==> src/qpls_pkg.sv <==
// Shared types and constants for the quantized paired-single convert block.
// No dependencies; used by every module in src.
`default_nettype none
package qpls_pkg;

   localparam logic [2:0] KIND_U8  = 3'd4;
   localparam logic [2:0] KIND_U16 = 3'd5;
   localparam logic [2:0] KIND_S8  = 3'd6;
   localparam logic [2:0] KIND_S16 = 3'd7;

   localparam logic ACT_LOAD  = 1'b0;
   localparam logic ACT_STORE = 1'b1;

   localparam logic [63:0] ONE_BITS = 64'h3ff0000000000000;

   typedef struct packed {
      logic        action;
      logic [31:0] quant_word;
      logic        single_flag;
      logic [63:0] value_first;
      logic [63:0] value_second;
   } req_type;

   typedef struct packed {
      logic [63:0] result_first;
      logic [63:0] result_second;
      logic [2:0]  element_size;
      logic        second_used;
   } rsp_type;

   // decoded quantization control shared by both lanes
   typedef struct packed {
      logic              action;
      logic [2:0]        kind;
      logic signed [5:0] scale;
   } lane_ctrl_type;

endpackage
`default_nettype wire

==> src/qpls_lane.sv <==
// One conversion lane: dequantize (load) or quantize (store) a single element.
// Depends on qpls_pkg.
`default_nettype none
module qpls_lane (
   input  wire qpls_pkg::lane_ctrl_type ctrl,
   input  wire logic [63:0]             value,
   output logic [63:0]                  result
);

   // load, float kinds: single -> double
   logic [7:0]  ld_ex;
   logic [22:0] ld_fr;
   logic [4:0]  ld_k;
   logic [51:0] ld_dmant;
   logic [10:0] ld_e;
   logic [63:0] ld_float;

   // load, integer kinds
   logic        li_neg;
   logic [15:0] li_mag;
   logic [3:0]  li_p;
   logic [51:0] li_mant;
   logic [10:0] li_e;
   logic [63:0] ld_int;

   // store, float kinds: double -> single
   logic        st_sign;
   logic [10:0] st_ex;
   logic [51:0] st_fr;
   logic [52:0] st_m;
   logic [5:0]  st_sh;
   logic [31:0] st_float;

   // store, integer kinds
   logic signed [12:0] st_e;
   logic signed [17:0] st_lo;
   logic signed [17:0] st_hi;
   logic [52:0]        st_shifted;
   logic [16:0]        st_int;
   logic signed [17:0] st_sv;
   logic signed [17:0] st_r;
   logic [31:0]        st_word;

   always_comb begin
      ld_ex = value[30:23];
      ld_fr = value[22:0];
      ld_k  = 5'd0;
      for (int i = 0; i < 23; i++) begin
         if (ld_fr[i]) ld_k = 5'(i);
      end
      ld_dmant = {ld_fr, 29'd0} << (5'd23 - ld_k);
      ld_e     = (ld_ex == 8'hff) ? 11'h7ff : ({3'd0, ld_ex} + 11'd896);
      if (ld_ex != 8'd0) begin
         ld_float = {value[31], ld_e, ld_fr, 29'd0};
      end else if (ld_fr == 23'd0) begin
         ld_float = {value[31], 63'd0};
      end else begin
         ld_float = {value[31], 11'd874 + {6'd0, ld_k}, ld_dmant};
      end
   end

   always_comb begin
      case (ctrl.kind)
         qpls_pkg::KIND_U8: begin
            li_neg = 1'b0;
            li_mag = {8'd0, value[7:0]};
         end
         qpls_pkg::KIND_U16: begin
            li_neg = 1'b0;
            li_mag = value[15:0];
         end
         qpls_pkg::KIND_S8: begin
            li_neg = value[7];
            li_mag = value[7] ? {8'd0, 8'(~value[7:0] + 8'd1)} : {8'd0, value[7:0]};
            if (value[7:0] == 8'h80) li_mag = 16'd128;
         end
         default: begin
            li_neg = value[15];
            li_mag = value[15] ? 16'(~value[15:0] + 16'd1) : value[15:0];
         end
      endcase
      li_p = 4'd0;
      for (int i = 0; i < 16; i++) begin
         if (li_mag[i]) li_p = 4'(i);
      end
      li_mant = {li_mag, 36'd0} << (5'd16 - {1'b0, li_p});
      li_e    = 11'd1023 + {7'd0, li_p} - 11'(signed'(ctrl.scale));
      ld_int  = (li_mag == 16'd0) ? 64'd0 : {li_neg, li_e, li_mant};
   end

   always_comb begin
      st_sign = value[63];
      st_ex   = value[62:52];
      st_fr   = value[51:0];
      st_m    = {1'b1, st_fr};
      st_sh   = 6'(11'd926 - st_ex);
      if (st_ex > 11'd896 || value[62:0] == 63'd0) begin
         st_float = {st_sign, st_ex[10], st_ex[6:0], st_fr[51:29]};
      end else if (st_ex >= 11'd874) begin
         st_float = {st_sign, 8'd0, 23'(st_m >> st_sh)};
      end else begin
         st_float = {st_sign, 31'd0};
      end
   end

   always_comb begin
      case (ctrl.kind)
         qpls_pkg::KIND_U8: begin
            st_lo = 18'sd0;
            st_hi = 18'sd255;
         end
         qpls_pkg::KIND_U16: begin
            st_lo = 18'sd0;
            st_hi = 18'sd65535;
         end
         qpls_pkg::KIND_S8: begin
            st_lo = -18'sd128;
            st_hi = 18'sd127;
         end
         default: begin
            st_lo = -18'sd32768;
            st_hi = 18'sd32767;
         end
      endcase
      st_e       = $signed({2'b00, st_ex}) - 13'sd1023 + 13'(signed'(ctrl.scale));
      st_shifted = st_m >> (6'd52 - {2'b00, st_e[3:0]});
      st_int     = st_shifted[16:0];
      st_sv      = st_sign ? -$signed({1'b0, st_int}) : $signed({1'b0, st_int});
      if (st_ex == 11'h7ff && st_fr != 52'd0) begin
         st_r = st_hi;                       // NaN saturates high
      end else if (st_e >= 13'sd16) begin
         st_r = st_sign ? st_lo : st_hi;     // overflow or infinity
      end else if (st_e < 13'sd0) begin
         st_r = 18'sd0;
      end else if (st_sv > st_hi) begin
         st_r = st_hi;
      end else if (st_sv < st_lo) begin
         st_r = st_lo;
      end else begin
         st_r = st_sv;
      end
      st_word = 32'(st_r);
   end

   always_comb begin
      if (ctrl.action == qpls_pkg::ACT_STORE) begin
         result = {32'd0, ctrl.kind[2] ? st_word : st_float};
      end else begin
         result = ctrl.kind[2] ? ld_int : ld_float;
      end
   end

endmodule
`default_nettype wire

==> src/qpls_merge.sv <==
// Merge stage: combines both lane results, applies the single flag and
// element size, and holds the response register. Depends on qpls_pkg.
`default_nettype none
module qpls_merge (
   input  wire logic                    clock,
   input  wire logic                    reset,
   input  wire logic                    take,
   input  wire qpls_pkg::lane_ctrl_type ctrl,
   input  wire logic                    single_flag,
   input  wire logic [63:0]             lane0_result,
   input  wire logic [63:0]             lane1_result,
   input  wire logic                    rsp_ready,
   output logic                         rsp_valid,
   output qpls_pkg::rsp_type            rsp_payload,
   output logic                         free
);

   logic              valid_ff, valid_in;
   qpls_pkg::rsp_type data_ff, data_in;

   assign free = !valid_ff || rsp_ready;

   always_comb begin
      data_in.result_first = lane0_result;
      if (!single_flag) begin
         data_in.result_second = lane1_result;
      end else if (ctrl.action == qpls_pkg::ACT_STORE) begin
         data_in.result_second = 64'd0;
      end else begin
         data_in.result_second = qpls_pkg::ONE_BITS;
      end
      case (ctrl.kind) inside
         qpls_pkg::KIND_U8, qpls_pkg::KIND_S8:   data_in.element_size = 3'd1;
         qpls_pkg::KIND_U16, qpls_pkg::KIND_S16: data_in.element_size = 3'd2;
         default:                                data_in.element_size = 3'd4;
      endcase
      data_in.second_used = !single_flag;
      valid_in = take ? 1'b1 : (valid_ff && !rsp_ready);
   end

   always_ff @(posedge clock) begin
      if (reset) begin
         valid_ff <= 1'b0;
      end else begin
         valid_ff <= valid_in;
      end
      if (take) begin
         data_ff <= data_in;
      end
   end

   assign rsp_valid   = valid_ff;
   assign rsp_payload = data_ff;

   a_reset_clears: assert property (@(posedge clock) reset |=> !rsp_valid)
      else $error("response valid after reset");
   a_size_legal: assert property (@(posedge clock) disable iff (reset)
      rsp_valid |-> (rsp_payload.element_size == 3'd1 || rsp_payload.element_size == 3'd2
                     || rsp_payload.element_size == 3'd4))
      else $error("bad element size");
   a_single_second: assert property (@(posedge clock) disable iff (reset)
      (rsp_valid && !rsp_payload.second_used) |->
      (rsp_payload.result_second == 64'd0 || rsp_payload.result_second == qpls_pkg::ONE_BITS))
      else $error("second result not suppressed");
   a_take_loads: assert property (@(posedge clock) disable iff (reset)
      take |=> rsp_valid)
      else $error("accepted transaction lost");

endmodule
`default_nettype wire

==> src/quantized_pair_load_store_convert.sv <==
// Quantized paired-single load/store converter, two lanes plus merge register.
// Response is valid in the cycle after acceptance. Throughput: one transaction
// per cycle while rsp_ready is high; the response register frees in the
// same cycle it is drained, so back-to-back requests never bubble.
// Reset (synchronous, active high) empties the response register only.
// Depends on qpls_pkg, qpls_lane, qpls_merge.
`default_nettype none
module quantized_pair_load_store_convert (
   input  wire logic              clock,
   input  wire logic              reset,
   input  wire logic              req_valid,
   output logic                   req_ready,
   input  wire qpls_pkg::req_type req_payload,
   output logic                   rsp_valid,
   input  wire logic              rsp_ready,
   output qpls_pkg::rsp_type      rsp_payload
);

   qpls_pkg::lane_ctrl_type ctrl;
   logic [63:0]             lane0_result;
   logic [63:0]             lane1_result;
   logic                    free;
   logic                    take;

   // load takes type/scale from the upper half, store from the lower half
   always_comb begin
      ctrl.action = req_payload.action;
      if (req_payload.action == qpls_pkg::ACT_STORE) begin
         ctrl.kind  = req_payload.quant_word[2:0];
         ctrl.scale = req_payload.quant_word[13:8];
      end else begin
         ctrl.kind  = req_payload.quant_word[18:16];
         ctrl.scale = req_payload.quant_word[29:24];
      end
   end

   assign req_ready = free;
   assign take      = req_valid && free;

   // lane 0: first element, lane 1: second element
   qpls_lane u_lane0 (
      .ctrl   (ctrl),
      .value  (req_payload.value_first),
      .result (lane0_result)
   );

   qpls_lane u_lane1 (
      .ctrl   (ctrl),
      .value  (req_payload.value_second),
      .result (lane1_result)
   );

   qpls_merge u_merge (
      .clock        (clock),
      .reset        (reset),
      .take         (take),
      .ctrl         (ctrl),
      .single_flag  (req_payload.single_flag),
      .lane0_result (lane0_result),
      .lane1_result (lane1_result),
      .rsp_ready    (rsp_ready),
      .rsp_valid    (rsp_valid),
      .rsp_payload  (rsp_payload),
      .free         (free)
   );

endmodule
`default_nettype wire

==> config.mk <==
export PLATFORM = sky130hd
export DESIGN_NAME = quantized_pair_load_store_convert
export DESIGN_NICKNAME = d
export VERILOG_FILES = /design/src/qpls_pkg.sv /design/src/qpls_lane.sv /design/src/qpls_merge.sv /design/src/quantized_pair_load_store_convert.sv
export SDC_FILE = /design/constraint.sdc
export NUM_CORES = 1
export LEC_CHECK = 0
export ABC_AREA = 1
export BUFFER_PORTS_ARGS = -buffer_cell sky130_fd_sc_hd__buf_4
export CORE_MARGIN = 5
export CORE_UTILIZATION = 45
export DETAILED_ROUTE_END_ITERATION = 10
export PLACE_DENSITY = 0.63
export SLEW_MARGIN = 20
export SYNTH_ARGS = -nofsm -noshare
export SYNTH_HDL_FRONTEND = slang
export SYNTH_HIERARCHICAL = 1
export SYNTH_SLANG_ARGS = --single-unit
export TNS_END_PERCENT = 5
==> constraint.sdc <==
create_clock -name clock -period 7 [get_ports clock]
set_clock_uncertainty 0.15 [all_clocks]
set_input_delay 0.35 -clock clock [delete_from_list [all_inputs] [get_ports clock]]
set_output_delay 0.35 -clock clock [all_outputs]
set_load 0.01 [all_outputs]
-- Word level (Yosys, flattened, before mapping)
Index checks and enable logic that the tools add are counted.
- register bits after elaboration: 133
- output and inout bits: 134
- word-level logic and storage cells: 212
- $add $sub $neg: 26
- $lt $le $gt $ge: 12
- equal/unequal tests: 10
- shift-type cells: 8
- mux-type cells: 123
- bitwise gates (word level): 4
- reductions and logical operators: 23
- operators with widths (kind ; number):
    two-way mux 64 bit ; 6
    two-way mux 18 bit ; 14
    two-way mux 63 bit ; 4
    two-way mux 5 bit ; 42
    << shifter 52 x 5 -> 52 bit ; 4
    one-hot mux 16 bit (3 select lines) ; 3
    zero test 63 bit ; 2
    >> shifter 53 x 6 -> 17 bit ; 2
    >> shifter 53 x 6 -> 23 bit ; 2
    nonzero test 52 bit ; 2
    two-way mux 32 bit ; 3
    two-way mux 16 bit ; 4
    two-way mux 4 bit ; 16
    two-way mux 31 bit ; 2
    two-way mux 62 bit ; 1
    zero test 23 bit ; 2
    two-way mux 23 bit ; 2
    < comparator 18 bit ; 2
    negation 17 -> 18 bit ; 2
    one-hot mux 18 bit (2 select lines) ; 1
    adder 16 x 1 -> 16 bit (second input constant) ; 2
    == test 8 bit (second input constant) ; 4
    zero test 16 bit ; 2
    NOT 16 bit ; 2
    other kinds (32) ; 80

-- Logic depth before layout (Yosys ltp)
- depth after elaboration: 29
- mapped depth: 49
- mapped depth without buffers: 45

-- Cells and area by module
The synthesis kept the hierarchy.
- by module, submodules not included (module ; times used ; cells each ; area each (µm²) ; seq. area each (µm²)):
    qpls_lane at u_lane0 ; 1 ; 2065 ; 10445.0 ; 0.0
    qpls_lane at u_lane1 ; 1 ; 2039 ; 10191.0 ; 0.0
    qpls_merge ; 1 ; 279 ; 4554.4 ; 3983.8
    quantized_pair_load_store_convert ; 1 ; 31 ; 123.9 ; 0.0

-- Worst setup path after synthesis
No wires, ideal clock.
- path type: input port to flip-flop
- start: input port req_payload[116] in the netlist's numbering
- end: register u_merge.data_ff, in the netlist u_merge/rsp_payload[89] (data pin)
- library setup time: 0.260 ns
- data arrival time: 5.277 ns
- required time: 6.590 ns
- path slack: 1.313 ns
- cell stages on the path: 34
- path through: clkinv_1 -> ha_1 -> fa_1 -> inv_1 -> ha_1 -> buf_2 -> buf_2 -> o21ai_0 -> nand2_1 -> nand2_1 -> nand2_1 -> nand3_2 -> nand2_4 -> nor2_4 -> nand3_2 -> o21ai_0 -> nand2_1 -> xnor2_1 -> ha_1 -> a21oi_1 -> o21ai_0 -> nand3_1 -> a21oi_1 -> a211oi_1 -> nand2_2 -> nand2_1 -> nand3_2 -> nand3_1 -> nand2_1 -> nand2_1 -> nand2_1 -> nand2_2 -> buf_6 -> nor2_2
- word-level cells in the longest chain between the ends: 14
- elaborated cells on any way between the ends: 27
- those cells by class: 5 x add/sub; 6 x order compare; 1 x eq/ne; 2 x shift; 10 x mux; 3 x reduce/logical
- RTL lines (element ; line ; text):
    start: declaration ; quantized_pair_load_store_convert.sv:13 ; input wire qpls_pkg::req_type req_payload,
    subtractor 11 x 10 -> 12 bit ; qpls_lane.sv:125 ; st_e = $signed({2'b00, st_ex}) - 13'sd1023 + 13'(signed'(ctrl.scale));
    adder 12 x 6 -> 13 bit ; qpls_lane.sv:125 ;
    subtractor 5 x 5 -> 6 bit ; qpls_lane.sv:126 ; st_shifted = st_m >> (6'd52 - {2'b00, st_e[3:0]});
    >> shifter 53 x 6 -> 17 bit ; qpls_lane.sv:126 ;
    negation 17 -> 18 bit ; qpls_lane.sv:128 ; st_sv = st_sign ? -$signed({1'b0, st_int}) : $signed({1'b0, st_int});
    two-way mux 18 bit ; qpls_lane.sv:128 ;
    < comparator 18 bit ; qpls_lane.sv:137 ; end else if (st_sv < st_lo) begin
    two-way mux 18 bit ; qpls_lane.sv:137 ;
    two-way mux 18 bit ; qpls_lane.sv:135 ; end else if (st_sv > st_hi) begin
    two-way mux 18 bit ; qpls_lane.sv:133 ; end else if (st_e < 13'sd0) begin
    two-way mux 18 bit ; qpls_lane.sv:131 ; end else if (st_e >= 13'sd16) begin
    two-way mux 18 bit ; qpls_lane.sv:129 ; if (st_ex == 11'h7ff && st_fr != 52'd0) begin
    two-way mux 32 bit (*) ; qpls_lane.sv:147 ; result = {32'd0, ctrl.kind[2] ? st_word : st_float};
    two-way mux 32 bit (*) ; qpls_lane.sv:146 ; if (ctrl.action == qpls_pkg::ACT_STORE) begin
    via lane0_result[21] ; quantized_pair_load_store_convert.sv:20 ; logic [63:0] lane0_result;
    end signal: assignment ; qpls_merge.sv:48 ; data_ff <= data_in;
    end: declaration ; qpls_merge.sv:19 ; qpls_pkg::rsp_type data_ff, data_in;
The timed path passes the listed nets; every way through them passes the cells marked *.
A chain may end at the register's enable or synchronous reset.

==> key figures <==
Clock network
  – CTS clk-pin slew, worst paths: 0.06 ns
  – Clock Latency Late Sink: 0.49 ns
  – Root buffer cell: clkbuf_16
  – CTS sink cnt: approximately 130
  – Htree depth: 4
  – CTS tree: yes
  – Max clock buf depth: 2
  – Setup repair bufs after CTS: 0
  – Total CTS buffers: 17

Die
  – Core area: around 56000 um2
  – Die W: 247 um
  – Die Area: 61100 um2
  – Initial Util: 0.452
  – Die Span Y: 247 um
  – Row count: a little under 90
  – # IOs: 300

Synthesis
  – Asr flop ratio synth: 0
  – Yosys cell types: 73
  – Ys Warns: 6
  – Syn Std Cell Area: 25300 um2
  – Syn_nets: approximately 4700
  – Mapped Cells: around 4400
  – Top FF cell, synth: edfxtp_1
  – Yosys reg bits: 133
  – Syn_area_per_cell: about 5.7 um2
  – Number of synthesized flops with an enable pin: between 100 and 150
  – Register area share after synthesis: 0.157

STA
  – Final setup viols: 0
  – Setup_tns: 0 ns
  – Slew of the pin with the lowest slew margin: 1.09 ns
  – RSZ-0062 raised after global routing: no
  – Slew margin rel.: 0.271
  – Max-slew violations: 0
  – Final Critical Period: between 6 and 7 ns
  – Worst hold slack: 0.0838 ns
  – Fin. Hold Viols: 0
  – Final critical-path share of the clock period: 0.895
  – Achievable Freq: 160 MHz

Global route
  – GRT Overall Usage: 0.332
  – Global-route wire length before repair: 160000 um
  – Largest net degree at the start of global routing: 101
  – Grt total ovfl: 0
  – Initial antenna violation count: 3
  – Vias in the first global route: 28100

Worst setup path
  – CP peak stage delay: ~0.57 ns
  – Crit path top cell by count: nand2_1
  – Worst Reg2Reg Path Length in Cells: 4
  – Worst-path fanout max: 21
  – Critical-path top delay cell: fa_1
  – Worst path top cell family by delay: simple AND/OR/NAND/NOR gates
  – Crit path buf inv count: 8
  – Critical Path End Type: flip-flop
  – CP arrival: 6.46 ns
  – Levels on crit path: 47
  – Startpoint class of the critical path: primary input
  – WP data required: just over 7 ns
  – CP Class: in2reg

Routing
  – Final ANT Viol Nets: 0
  – DR vias: 31500
  – DR vias/cell: 5.90
  – DRC viols: 0
  – WL final: 107000 um
  – Routed length per instance: 20.1 um
  – Drt first pass iters: 6
  – Starting DRT DRC Count: 4177

Placement
  – IO Port Bufs: 285
  – Placed cell area: 27800 um2
  – DPL Wire Length: 82800 um
  – Placer congestion estimate: 1.01

Power
  – Combinational share of power: 0.670
  – Sw Ratio: 0.528
  – Clock share of power: 0.166
  – Peak supply drop: 0.216 mV
  – PwrDens: 211 nW/um2
  – Internal Power: between 2000 and 3000 uW
  – Sw power: 3180 uW
  – Leakage: 0.0141 uW
  – Flop pwr share: 0.165

Flow run
  – Max_cap viols: 0

Layout
  – Layout area overhead: 12.5%
  – Layout cell share with drive strength beyond 1: 0.121
  – Total Nets Final: 4823
  – Design area: roughly 28000 um2
  – Filler Cell Count: 6130

Outcome
  – Status: complete, no violations

Worst hold path
  – Type of the worst min-delay path: in2reg
  – Hold Path Stages: 3
==> worst paths after layout <==
kind / to / slack, ns / startpoint
worst max-delay path: u_merge/rsp_payload[25]$_SDFFCE_PP0P_ / 0.74 / req_payload[161]
worst min register to register: u_merge/rsp_payload[130]$_DFFE_PP_ / 0.87 / u_merge/rsp_valid$_SDFF_PP0_
worst max register to register: u_merge/rsp_payload[69]$_DFFE_PP_ / 4.59 / u_merge/rsp_valid$_SDFF_PP0_
worst min-delay path: u_merge/rsp_payload[95]$_DFFE_PP_ / 0.08 / req_payload[120]
==> final cells by class <==
type	instances	area, um2	share of cell area
multi-input cells	3595	18600	0.652
flip-flops and latches	133	3980	0.140
repair buffers	346	2600	0.0914
inverters	466	1750	0.0616
well taps	756	946	0.0332
clock buffers	17	425	0.0149
clock inverters	15	194	0.00681
diodes	3	7.51	0.000264
==> cell usage in the layout (no fill, tap or decap), drive strengths merged, types with 37 or more instances in the layout <==
cell and n:
nand2 1390, nand3 566, inv 462, o21ai 447
nor2 370, buf 344, a21oi 227, edfxtp 132
mux2i 110, ha 94, o211ai 56, xor2 51
nor3 37
==> tightest hold or removal path: stages <==
cell and delay, ns:
buf_4 0.10, a21oi_1 0.07, nor2_2 0.09
==> flip-flops by register name (all words and copies together) (netlist names) <==
name / count
u_merge/rsp_payload: 132
u_merge/rsp_valid: 1
==> stage by stage <==
stage	setup slack [ns]	total power, uW	cells	utilization
global route	0.163	6500	5329	0.508
global placement	0.383	4920	5294	0.497
floorplan	1.31	3900	4414	-
CTS	0.848	5950	5328	0.508
detailed placement	0.306	4930	5294	0.497
finish	0.736	6010	5331	0.508
==> per-layer routing <==
metal / vias up / part of all wire / track usage / wire, um
met4: 2 / 0.045 / 0.138 / 4780
li1: 15100 / - / - / -
met5: - / 0.00019 / 0 / 20
met2: 1775 / 0.45 / 0.536 / 47900
met1: 14200 / 0.40 / 0.437 / 43300
met3: 293 / 0.10 / 0.0654 / 11200
==> cells in the mapped netlist, drive strengths merged, types with 3 or more instances <==
cell type | n | area, um2
nor4 | 13 | 81.3
a221oi | 11 | 96.3
o2111ai | 9 | 78.8
xnor2 | 11 | 104
o32ai | 3 | 26.3
nor3 | 37 | 190
buf | 94 | 554
clkinv | 10 | 37.5
a22oi | 10 | 75.1
or2 | 13 | 81.3
o221ai | 14 | 123
a21o | 4 | 30.0
xor2 | 51 | 447
a41oi | 3 | 26.3
clkbuf | 126 | 474
mux2i | 110 | 1100
o21ai | 447 | 2240
nor2 | 370 | 1540
nand4 | 36 | 225
nand3b | 5 | 50.1
o21a | 10 | 75.1
o211ai | 56 | 430
a31oi | 16 | 100
a32o | 3 | 30.0
o41ai | 3 | 45.1
a21oi | 227 | 1170
edfxtp | 132 | 3960
and2 | 4 | 25.0
fa | 4 | 80.1
o21bai | 13 | 101
nand3 | 566 | 2970
nand2 | 1390 | 5370
ha | 94 | 1180
o22ai | 19 | 119
o31ai | 14 | 105
inv | 456 | 1710
a211oi | 15 | 123
==> logic make-up (layout without fill, tap and decap cells) <==
logic type / count (synthesis) / count (layout) / synth area share
flops: 133 / 133 / 0.157
buf+inv: 686 / 844 / 0.110
compound gates: 886 / 886 / 0.201
other cells: 0 / 3 / 0
simple gates: 2439 / 2439 / 0.418
xor+xnor: 62 / 62 / 0.0217
fa+ha+maj: 98 / 98 / 0.0496
mux: 110 / 110 / 0.0435
==> power by group through the flow <==
stage | registers [uW] | clock network (uW) | logic [uW]
floorplan | 1050 | 0 | 2850
global placement | 1010 | 0 | 3910
detailed placement | 1010 | 0 | 3920
CTS | 992 | 1020 | 3940
global route | 997 | 1040 | 4460
finish | 991 | 996 | 4020
==> repair_timing <==
| item | in CTS | in global routing |
|---|---|---|
| gates resized for setup | 0 | 0 |
| hold buffers | 2 | 0 |
| endpoints found under the hold margin | 1 | 0 |
(Power assumes the default switching activity.)
